### src/hdl/pls_pkg.sv
// shared types and constants for the positional list store
// command codes, field widths, status codes and the per-cell control struct
// no dependencies
package pls_pkg;

   // default sizing of the list
   localparam int DEPTH_DEFAULT      = 16;
   localparam int DATA_WIDTH_DEFAULT = 32;

   // fixed field widths
   localparam int POS_W       = 4;
   localparam int CMD_W       = 3;
   localparam int COUNT_OUT_W = 5;

   // status codes
   localparam logic STATUS_OK  = 1'b0;
   localparam logic STATUS_ERR = 1'b1;

   // command codes
   typedef enum logic [CMD_W-1:0] {
      CMD_APPEND      = 3'd0,
      CMD_INSERT      = 3'd1,
      CMD_REMOVE_LAST = 3'd2,
      CMD_REMOVE_AT   = 3'd3,
      CMD_READ        = 3'd4
   } cmd_type;

   // broadcast to every cell of the row
   typedef struct packed {
      logic insert;
      logic remove;
   } cell_ctl_type;

endpackage

### src/hdl/pls_if.sv
// valid/ready channel interfaces for the positional list store
// command channel and result channel; uses pls_pkg for field widths
interface pls_req_if #(
   parameter int DATA_WIDTH = pls_pkg::DATA_WIDTH_DEFAULT
);
   import pls_pkg::*;

   logic                  valid;
   logic                  ready;
   logic [CMD_W-1:0]      command;
   logic [POS_W-1:0]      position;
   logic [DATA_WIDTH-1:0] value;

   modport source (output valid, command, position, value, input ready);
   modport sink   (input valid, command, position, value, output ready);
endinterface

interface pls_rsp_if #(
   parameter int DATA_WIDTH = pls_pkg::DATA_WIDTH_DEFAULT
);
   import pls_pkg::*;

   logic                   valid;
   logic                   ready;
   logic                   status;
   logic                   found;
   logic [DATA_WIDTH-1:0]  read_value;
   logic [COUNT_OUT_W-1:0] entry_count;

   modport source (output valid, status, found, read_value, entry_count, input ready);
   modport sink   (input valid, status, found, read_value, entry_count, output ready);
endinterface

### src/hdl/positional_list_store.sv
// positional_list_store: bounded ordered list of data words
//
// Commands arrive on the req_chan channel (command, position, value) and
// each one gives exactly one result on rsp_chan (status, found, read_value,
// entry_count). Commands are append, insert at position, remove last,
// remove at position and read at position. Errors (empty, full, bad
// position, unused code) report status 1 and leave the list unchanged.
//
// The entries sit in a row of DEPTH cells, one word per cell, packed from
// position 0. An insert or remove shifts every cell at or past the target
// position by one toward its neighbor in the same cycle: a transfer at the
// input is answered by the result register on the next cycle, and one command
// per cycle is sustained while the receiver takes each result.
//
// The result register parts the two sides: a new command is taken while a
// waiting result is being taken in the same cycle. When the receiver
// stalls, the result holds and req_chan.ready stays low until it leaves.
// Reset (synchronous, active high) empties the list and drops any pending
// result; cell contents are not cleared, since only filled cells are read.
// depends on pls_pkg, pls_if and pls_cell
module positional_list_store #(
   parameter int DEPTH      = pls_pkg::DEPTH_DEFAULT,
   parameter int DATA_WIDTH = pls_pkg::DATA_WIDTH_DEFAULT
) (
   input logic      clock,
   input logic      reset,
   pls_req_if.sink   req_chan,
   pls_rsp_if.source rsp_chan
);
   import pls_pkg::*;

   localparam int CW = $clog2(DEPTH + 1);
   localparam int AW = $clog2(DEPTH);
   localparam int LW = (CW > POS_W) ? CW : POS_W;
   localparam logic [CW-1:0] FULL_COUNT = CW'(DEPTH);

   // list state and result register
   logic [CW-1:0]          count_ff, count_in;
   logic                   rsp_valid_ff, rsp_valid_in;
   logic                   status_ff, status_in;
   logic                   found_ff, found_in;
   logic [DATA_WIDTH-1:0]  read_ff, read_in;
   logic [COUNT_OUT_W-1:0] count_out_ff;

   logic                   accept;
   cmd_type                cmd;
   logic [LW-1:0]          pos_ext, cnt_ext, eff_pos;
   logic                   has_entry, is_full;
   cell_ctl_type           ctl, cell_ctl;
   logic [AW-1:0]          rd_idx;
   logic [DATA_WIDTH-1:0]  row_word [DEPTH];

   // input transfer when the result register is free or draining
   assign req_chan.ready = !reset && (!rsp_valid_ff || rsp_chan.ready);
   assign accept         = req_chan.valid && req_chan.ready;

   assign cmd       = cmd_type'(req_chan.command);
   assign pos_ext   = LW'(req_chan.position);
   assign cnt_ext   = LW'(count_ff);
   assign has_entry = (count_ff != '0);
   assign is_full   = (count_ff == FULL_COUNT);
   assign rd_idx    = AW'(req_chan.position);

   // command decode: target position, success and read data
   always_comb begin
      ctl       = '0;
      eff_pos   = '0;
      status_in = STATUS_ERR;
      found_in  = 1'b0;
      read_in   = '0;
      unique case (cmd)
         CMD_APPEND: begin
            if (!is_full) begin
               status_in  = STATUS_OK;
               ctl.insert = 1'b1;
               eff_pos    = cnt_ext;
            end
         end
         CMD_INSERT: begin
            if (!is_full && (has_entry || (req_chan.position == '0))) begin
               status_in  = STATUS_OK;
               ctl.insert = 1'b1;
               eff_pos    = (pos_ext >= cnt_ext) ? cnt_ext : pos_ext;
            end
         end
         CMD_REMOVE_LAST: begin
            if (has_entry) begin
               status_in  = STATUS_OK;
               ctl.remove = 1'b1;
               eff_pos    = cnt_ext - LW'(1);
            end
         end
         CMD_REMOVE_AT: begin
            if (has_entry) begin
               status_in  = STATUS_OK;
               ctl.remove = 1'b1;
               eff_pos    = ((pos_ext >= cnt_ext) || (count_ff == CW'(1)))
                            ? (cnt_ext - LW'(1)) : pos_ext;
            end
         end
         CMD_READ: begin
            if (has_entry && (pos_ext < cnt_ext)) begin
               status_in = STATUS_OK;
               found_in  = 1'b1;
               read_in   = row_word[rd_idx];
            end
         end
         default: begin
            status_in = STATUS_ERR;
         end
      endcase
   end

   // shift only on an accepted transfer
   assign cell_ctl = accept ? ctl : '0;

   // next count
   always_comb begin
      priority if (cell_ctl.insert) begin
         count_in = count_ff + CW'(1);
      end else if (cell_ctl.remove) begin
         count_in = count_ff - CW'(1);
      end else begin
         count_in = count_ff;
      end
   end

   // result valid tracking
   always_comb begin
      priority if (accept) begin
         rsp_valid_in = 1'b1;
      end else if (rsp_chan.ready) begin
         rsp_valid_in = 1'b0;
      end else begin
         rsp_valid_in = rsp_valid_ff;
      end
   end

   // row of cells, each wired to its neighbors
   for (genvar i = 0; i < DEPTH; i++) begin : g_cell
      logic [DATA_WIDTH-1:0] left_word;
      logic [DATA_WIDTH-1:0] right_word;

      if (i == 0) begin : g_first
         assign left_word = req_chan.value;
      end else begin : g_mid_l
         assign left_word = row_word[i-1];
      end

      if (i == DEPTH - 1) begin : g_last
         assign right_word = row_word[i];
      end else begin : g_mid_r
         assign right_word = row_word[i+1];
      end

      pls_cell #(
         .DATA_WIDTH (DATA_WIDTH),
         .POS_WIDTH  (LW),
         .INDEX      (i)
      ) u_cell (
         .clock      (clock),
         .ctl        (cell_ctl),
         .pos        (eff_pos),
         .value      (req_chan.value),
         .left_word  (left_word),
         .right_word (right_word),
         .word       (row_word[i])
      );
   end

   // control registers
   always_ff @(posedge clock) begin
      if (reset) begin
         count_ff     <= '0;
         rsp_valid_ff <= 1'b0;
      end else begin
         count_ff     <= count_in;
         rsp_valid_ff <= rsp_valid_in;
      end
   end

   // result payload
   always_ff @(posedge clock) begin
      if (accept) begin
         status_ff    <= status_in;
         found_ff     <= found_in;
         read_ff      <= read_in;
         count_out_ff <= COUNT_OUT_W'(count_in);
      end
   end

   assign rsp_chan.valid       = rsp_valid_ff;
   assign rsp_chan.status      = status_ff;
   assign rsp_chan.found       = found_ff;
   assign rsp_chan.read_value  = read_ff;
   assign rsp_chan.entry_count = count_out_ff;

`ifndef NO_ASSERTIONS
   // append on a full list fails and leaves the count alone
   a_full_append: assert property (@(posedge clock) disable iff (reset)
      (!reset && accept && is_full && (cmd == CMD_APPEND))
      |=> (rsp_valid_ff && (status_ff == STATUS_ERR) && (count_ff == $past(count_ff))))
      else $error("append on full list did not fail cleanly");

   // the count moves only on an input transfer
   a_count_hold: assert property (@(posedge clock) disable iff (reset)
      (!reset && !accept) |=> $stable(count_ff))
      else $error("count changed without a transfer");

   // the count moves by at most one entry per command
   a_count_step: assert property (@(posedge clock) disable iff (reset)
      (!reset && accept) |=> ((count_ff == $past(count_ff))
                           || (count_ff == $past(count_ff) + CW'(1))
                           || (count_ff == $past(count_ff) - CW'(1))))
      else $error("count moved by more than one");

   // a found entry is always a successful read
   a_found_ok: assert property (@(posedge clock) disable iff (reset)
      (rsp_valid_ff && found_ff) |-> (status_ff == STATUS_OK))
      else $error("found set on a failed command");
`endif

endmodule

### src/hdl/pls_cell.sv
// one storage cell of the list row
// holds one entry and takes a new word, its left or its right neighbor's word
// depends on pls_pkg
module pls_cell #(
   parameter int DATA_WIDTH = pls_pkg::DATA_WIDTH_DEFAULT,
   parameter int POS_WIDTH  = pls_pkg::POS_W,
   parameter int INDEX      = 0
) (
   input  logic                   clock,
   input  pls_pkg::cell_ctl_type  ctl,
   input  logic [POS_WIDTH-1:0]   pos,
   input  logic [DATA_WIDTH-1:0]  value,
   input  logic [DATA_WIDTH-1:0]  left_word,
   input  logic [DATA_WIDTH-1:0]  right_word,
   output logic [DATA_WIDTH-1:0]  word
);
   import pls_pkg::*;

   localparam logic [POS_WIDTH-1:0] MY_POS = POS_WIDTH'(INDEX);

   logic [DATA_WIDTH-1:0] word_ff;
   logic [DATA_WIDTH-1:0] word_in;

   // open a gap on insert, close it on remove
   always_comb begin
      priority if (ctl.insert && (MY_POS == pos)) begin
         word_in = value;
      end else if (ctl.insert && (MY_POS > pos)) begin
         word_in = left_word;
      end else if (ctl.remove && (MY_POS >= pos)) begin
         word_in = right_word;
      end else begin
         word_in = word_ff;
      end
   end

   always_ff @(posedge clock) begin
      word_ff <= word_in;
   end

   assign word = word_ff;

endmodule

### src/flat_wrapper.sv
// flat-port wrapper written by rule: the top's interface ports become plain ports
module positional_list_store_flat import pls_pkg::*;
#(
   parameter int DEPTH      = pls_pkg::DEPTH_DEFAULT,
   parameter int DATA_WIDTH = pls_pkg::DATA_WIDTH_DEFAULT
)
  (clock, reset, req_chan_valid, req_chan_command, req_chan_position, req_chan_value, req_chan_ready, rsp_chan_valid, rsp_chan_status, rsp_chan_found, rsp_chan_read_value, rsp_chan_entry_count, rsp_chan_ready);
  pls_req_if #(.DATA_WIDTH(DATA_WIDTH)) req_chan_i ();
  pls_rsp_if #(.DATA_WIDTH(DATA_WIDTH)) rsp_chan_i ();
  input logic clock;
  input logic reset;
  input wire logic [$bits(req_chan_i.valid)-1:0] req_chan_valid;
  input wire logic [$bits(req_chan_i.command)-1:0] req_chan_command;
  input wire logic [$bits(req_chan_i.position)-1:0] req_chan_position;
  input wire logic [$bits(req_chan_i.value)-1:0] req_chan_value;
  output wire logic [$bits(req_chan_i.ready)-1:0] req_chan_ready;
  output wire logic [$bits(rsp_chan_i.valid)-1:0] rsp_chan_valid;
  output wire logic [$bits(rsp_chan_i.status)-1:0] rsp_chan_status;
  output wire logic [$bits(rsp_chan_i.found)-1:0] rsp_chan_found;
  output wire logic [$bits(rsp_chan_i.read_value)-1:0] rsp_chan_read_value;
  output wire logic [$bits(rsp_chan_i.entry_count)-1:0] rsp_chan_entry_count;
  input wire logic [$bits(rsp_chan_i.ready)-1:0] rsp_chan_ready;
  assign req_chan_i.valid = req_chan_valid;
  assign req_chan_i.command = req_chan_command;
  assign req_chan_i.position = req_chan_position;
  assign req_chan_i.value = req_chan_value;
  assign req_chan_ready = req_chan_i.ready;
  assign rsp_chan_valid = rsp_chan_i.valid;
  assign rsp_chan_status = rsp_chan_i.status;
  assign rsp_chan_found = rsp_chan_i.found;
  assign rsp_chan_read_value = rsp_chan_i.read_value;
  assign rsp_chan_entry_count = rsp_chan_i.entry_count;
  assign rsp_chan_i.ready = rsp_chan_ready;
  positional_list_store #(.DEPTH(DEPTH), .DATA_WIDTH(DATA_WIDTH)) u_core (.clock(clock), .reset(reset), .req_chan(req_chan_i), .rsp_chan(rsp_chan_i));
endmodule
### config.mk
export PLATFORM = sky130hd
export DESIGN_NAME = positional_list_store_flat
export DESIGN_NICKNAME = d
export VERILOG_FILES = /design/src/hdl/pls_pkg.sv /design/src/hdl/pls_if.sv /design/src/hdl/positional_list_store.sv /design/src/hdl/pls_cell.sv /design/src/flat_wrapper.sv
export SDC_FILE = /design/constraint.sdc
export NUM_CORES = 1
export LEC_CHECK = 0
export BUFFER_PORTS_ARGS = -buffer_cell sky130_fd_sc_hd__buf_2
export CAP_MARGIN = 25
export CORE_AREA = 2 2 233 235
export CTS_BUF_LIST = sky130_fd_sc_hd__clkbuf_2
export DETAILED_ROUTE_END_ITERATION = 8
export DIE_AREA = 0 0 235 237
export MAX_ROUTING_LAYER = met4
export PLACE_DENSITY = 0.78
export SLEW_MARGIN = 20
export SYNTH_ARGS = -nofsm -noshare
export SYNTH_HDL_FRONTEND = slang
export SYNTH_SLANG_ARGS = --single-unit
### constraint.sdc
create_clock -name clock -period 9.4 [get_ports clock]
set_input_delay 1.88 -clock clock [delete_from_list [all_inputs] [get_ports clock]]
set_output_delay 1.88 -clock clock [all_outputs]
set_load 0.02 [all_outputs]
==> metrics.md <==
| Metric | Value |
|---|---|
| TritonCTS clock tree | `done` |
| Critical Path Most Common Cell | `buf_4` |
| Post-synth EDFFs | `~550` |
| Area occupied by multi-input gates | `~0.014 mm^2` |
| Largest net degree at the start of global routing | `65` |
| Die W | `~240 um` |
| DRC viols | `0` |
| Post-DP HPWL | `55.20 mm` |
| Met2 Routed Length | `43.84 mm` |
| Vias per Instance | `7.149` |
| Crit path capture | `u_core.g_cell[1].u_cell.word[8]$_DFFE_PP_` |
| Synth async-reset ratio | `0%` |
| Initial Utilization | `59.17%` |
| RePlAce Congestion | `about 0.95` |
| Setup crit end kind | `flip-flop` |
| Tightest Pin Transition | `~1.1 ns` |
| CTS root buf | `clkbuf_2` |
| CP Data Arrival Time | `about 7 ns` |
| Number of synthesis warnings | `0` |
| RSZ-0062 raised after global routing | `no` |
| Mean routed wirelength per cell | `a little under 30 um` |
| Detailed Routing Iterations Pass 1 | `9` |
| WL met1 | `34.98 mm` |
| Avg Cell Area, Syn | `roughly 13 um^2` |
| F_max | `172.1 MHz` |
| # fillers | `3911` |
| Final nets | `2500` |
| CTS H-tree lvls | `4` |
| Post-CTS setup buffer count | `0` |
| Fin. max-slew vios | `0` |
| CP Cell Sequence | `buf_2, buf_4, ha_1, a21oi_1, or2_2, a31oi_1, a41oi_2, nand2_1, nor3_4, buf_4, mux2_2` |
| PwrDens | `145.3 mW/mm^2` |
| P_leak | `between 10 and 15 nW` |
| Clock Path Buffers | `3` |
| Post-Syn Nets | `2432` |
| Routed wl met3 | `between 10 and 15 mm` |
| Most used flip-flop cell after synthesis | `edfxtp_1` |
| WP buf/inv | `3` |
| Levels on crit path | `11` |
| Slowest CP cell | `nor3_4` |
| Initial DRC Count | `3898` |
| Final period util | `61.83%` |
| Delay-heaviest family, CP | `simple AND/OR/NAND/NOR gates` |
| Std-Cell Core Area | `~0.053 mm^2` |
| Setup TNS | `0 ns` |
| WS Path Type | `input pin to flip-flop` |
| CTS clk-pin slew, worst paths | `roughly 0.10 ns` |
| Die height | `around 240 um` |
| RR Endpoint | `u_core.g_cell[11].u_cell.word[14]$_DFFE_PP_` |
| Grt ovf | `0` |
| Hold Path Class | `flip-flop to flip-flop` |
| Final hold vios | `0` |
| Top-Level Pins | `84` |
| Slew headroom | `a little under a quarter` |
| FF-to-FF path depth | `12` |
| Initial antenna violation count | `3` |
| Setup slack, reg-to-reg | `4.25 ns` |
| Unique masters post-synth | `67` |
| Status | `complete, no violations` |
| Peak VDD IR | `~0.000096 V` |
| Reg area | `roughly 0.017 mm^2` |
| Row cnt | `85` |
| Launch point of the worst reg-to-reg path | `u_core.cnt_ext[0]$_SDFF_PP0_` |
| Post-DRT Antenna Nets | `0` |
| Seq/Total Area, Yosys | `52.86%` |
| Critical Path Source | `req_chan_position[3]` |
| Skew final | `around 0.11 ns` |
| Seq cells post-synth | `around 560` |
| Share of cells above drive strength 1 | `between 20 and 30%` |
| First-pass GRT wire length | `roughly 140 mm` |
| Num CTS Buffers | `147` |
| PortBufs | `83` |
| CP startpoint kind | `input pin` |
| Final setup fails | `0` |
| Crit Path Max Fanout | `22` |
| Worst Path Required | `10.47 ns` |
| Total die area | `0.05570 mm^2` |
| Synthesized area | `0.03153 mm^2` |
| Maxcap violations | `0` |
| All-Layer GR Usage | `34.98%` |
| Synth Instances | `about 2400` |
| Area Growth Syn to Fin | `8.163%` |
| Clk_lat worst skew | `between 1 and 1.5 ns` |
| Worst hold margin | `0.5552 ns` |
| DR vias | `around 23000` |
| DRT Wirelength | `about 95 mm` |
| CTS resizes | `0` |
| Highest routed metal layer | `met4` |
| Fin crit period | `about 5.8 ns` |
| Commonest non-fill, non-tap cell in the layout | `edfxtp_1` |
| Most frequent cells in the layout | `551 x edfxtp_1, 219 x clkbuf_2, 192 x mux2i_1` |
| Vias in the first global route | `around 23000` |
| Slowest stage delay, CP | `1.02 ns` |
| Post-CTS Hold Fix Bufs | `0` |
| Sink Count | `~560` |
-- layout make-up --
type	count	area share [%]
antenna	3	0.02201
clock buffer	219	3.214
clock inverter	26	0.6274
inverter	79	0.8695
multi-input combinational	1525	40.94
sequential	557	48.87
tap	696	2.554
timing repair buffer	139	2.906
-- cells by family after synthesis --
| kind of cell | synth area share (%) |
|---|---|
| AOI/OAI and AO/OA | 10.04 |
| buffers and inverters | 3.889 |
| DFF | 52.86 |
| adders and majority gates | 0.3175 |
| xor gates and xnor gates | 0.1667 |
| muxes | 25.49 |
| and+or+nand+nor | 7.238 |
-- cells in the mapped netlist, types with 3 or more instances --
cell      count  area, um^2
a21oi_1     116       580.6
a221o_1      64       640.6
a222oi_1     63       630.6
a22o_1       34       297.8
a22oi_1       3       22.52
a31oi_1      36       225.2
and2_1       35       219.0
and3_1        3       18.77
buf_1        15       56.30
buf_2        44       220.2
buf_4         7       52.55
buf_6         3       33.78
clkbuf_1    151       566.8
dfxtp_1       6       120.1
edfxtp_1    551       16550
ha_1          8       100.1
inv_1        79       296.5
mux2_1       49       551.8
mux2_2      176        1982
mux2i_1     192        1922
mux4_2      159        3581
nand2_1     176       660.6
nand3_1       8       40.04
nand4_1       5       31.28
nor2_1      153       574.3
nor2b_1      72       450.4
nor3_1        8       40.04
nor3_2        3       30.03
o21ai_0      89       445.4
o21ai_1      20       100.1
xnor2_1       6       52.55
-- per-stage QoR --
stage	worst slack, ns	power [mW]	instances	util, %	instance area [um^2]
floorplan	3.289	3.095	2381	-	31530
global placement	2.528	3.212	2988	61.15	32580
detailed placement	2.308	3.226	2992	61.36	32700
CTS	3.732	4.962	3237	63.82	34010
global route	3.441	5.120	3244	64.00	34100
finish	3.588	4.955	3244	64.00	34100
-- how the worst min path moves through the flow --
stage                                                           start                                           to  slack (ns)  depth (start not counted)
after floorplan             u_core.g_cell[8].u_cell.word[0]$_DFFE_PP_    u_core.g_cell[7].u_cell.word[0]$_DFFE_PP_        0.54                          2
after global placement      u_core.g_cell[8].u_cell.word[1]$_DFFE_PP_    u_core.g_cell[7].u_cell.word[1]$_DFFE_PP_        0.57                          2
after detailed placement   u_core.g_cell[8].u_cell.word[11]$_DFFE_PP_   u_core.g_cell[7].u_cell.word[11]$_DFFE_PP_        0.58                          2
after CTS                 u_core.g_cell[10].u_cell.word[17]$_DFFE_PP_  u_core.g_cell[11].u_cell.word[17]$_DFFE_PP_        0.57                          2
after global routing        u_core.g_cell[8].u_cell.word[2]$_DFFE_PP_    u_core.g_cell[9].u_cell.word[2]$_DFFE_PP_        0.60                          1
final                       u_core.g_cell[8].u_cell.word[2]$_DFFE_PP_    u_core.g_cell[7].u_cell.word[2]$_DFFE_PP_        0.56                          2
-- where the power goes --
part / internal (mW) / switching, mW / total, mW / leakage, nW
clock network: 0.721 / 1.05 / 1.77 / 1.01
registers: 2.75 / 0.0259 / 2.78 / 5.05
logic: 0.169 / 0.235 / 0.404 / 5.87
total: 3.64 / 1.31 / 4.96 / 11.9
-- layer usage --
layer  GRT usage (%)  vias up
met2           52.66     2019
met3           9.221      329
met4           16.71        0
met1           44.44    11300
met5               -        -
li1                -     9547
-- worst reg2reg max path, stage by stage, from the launching register on --
cell      delay (ns)
dfxtp_1         0.37
inv_1           0.25
ha_1            0.23
or3b_1          0.48
a22oi_1         0.39
nor2b_1         0.20
nand2_1         0.45
or3_4           0.76
buf_4           0.75
o21ai_4         0.15
buf_4           0.34
a222oi_1        0.50
inv_1           0.07
-- sequential cells by signal, summed over array words and instances (netlist names) --
| name | flops |
|---|---|
| u_core.cnt_ext | 5 |
| u_core.g_cell.u_cell.word | 512 |
| u_core.rsp_chan.entry_count | 5 |
| u_core.rsp_chan.found | 1 |
| u_core.rsp_chan.read_value | 32 |
| u_core.rsp_chan.status | 1 |
| u_core.rsp_chan.valid | 1 |
Note: power is estimated with default switching activity, not from simulation.
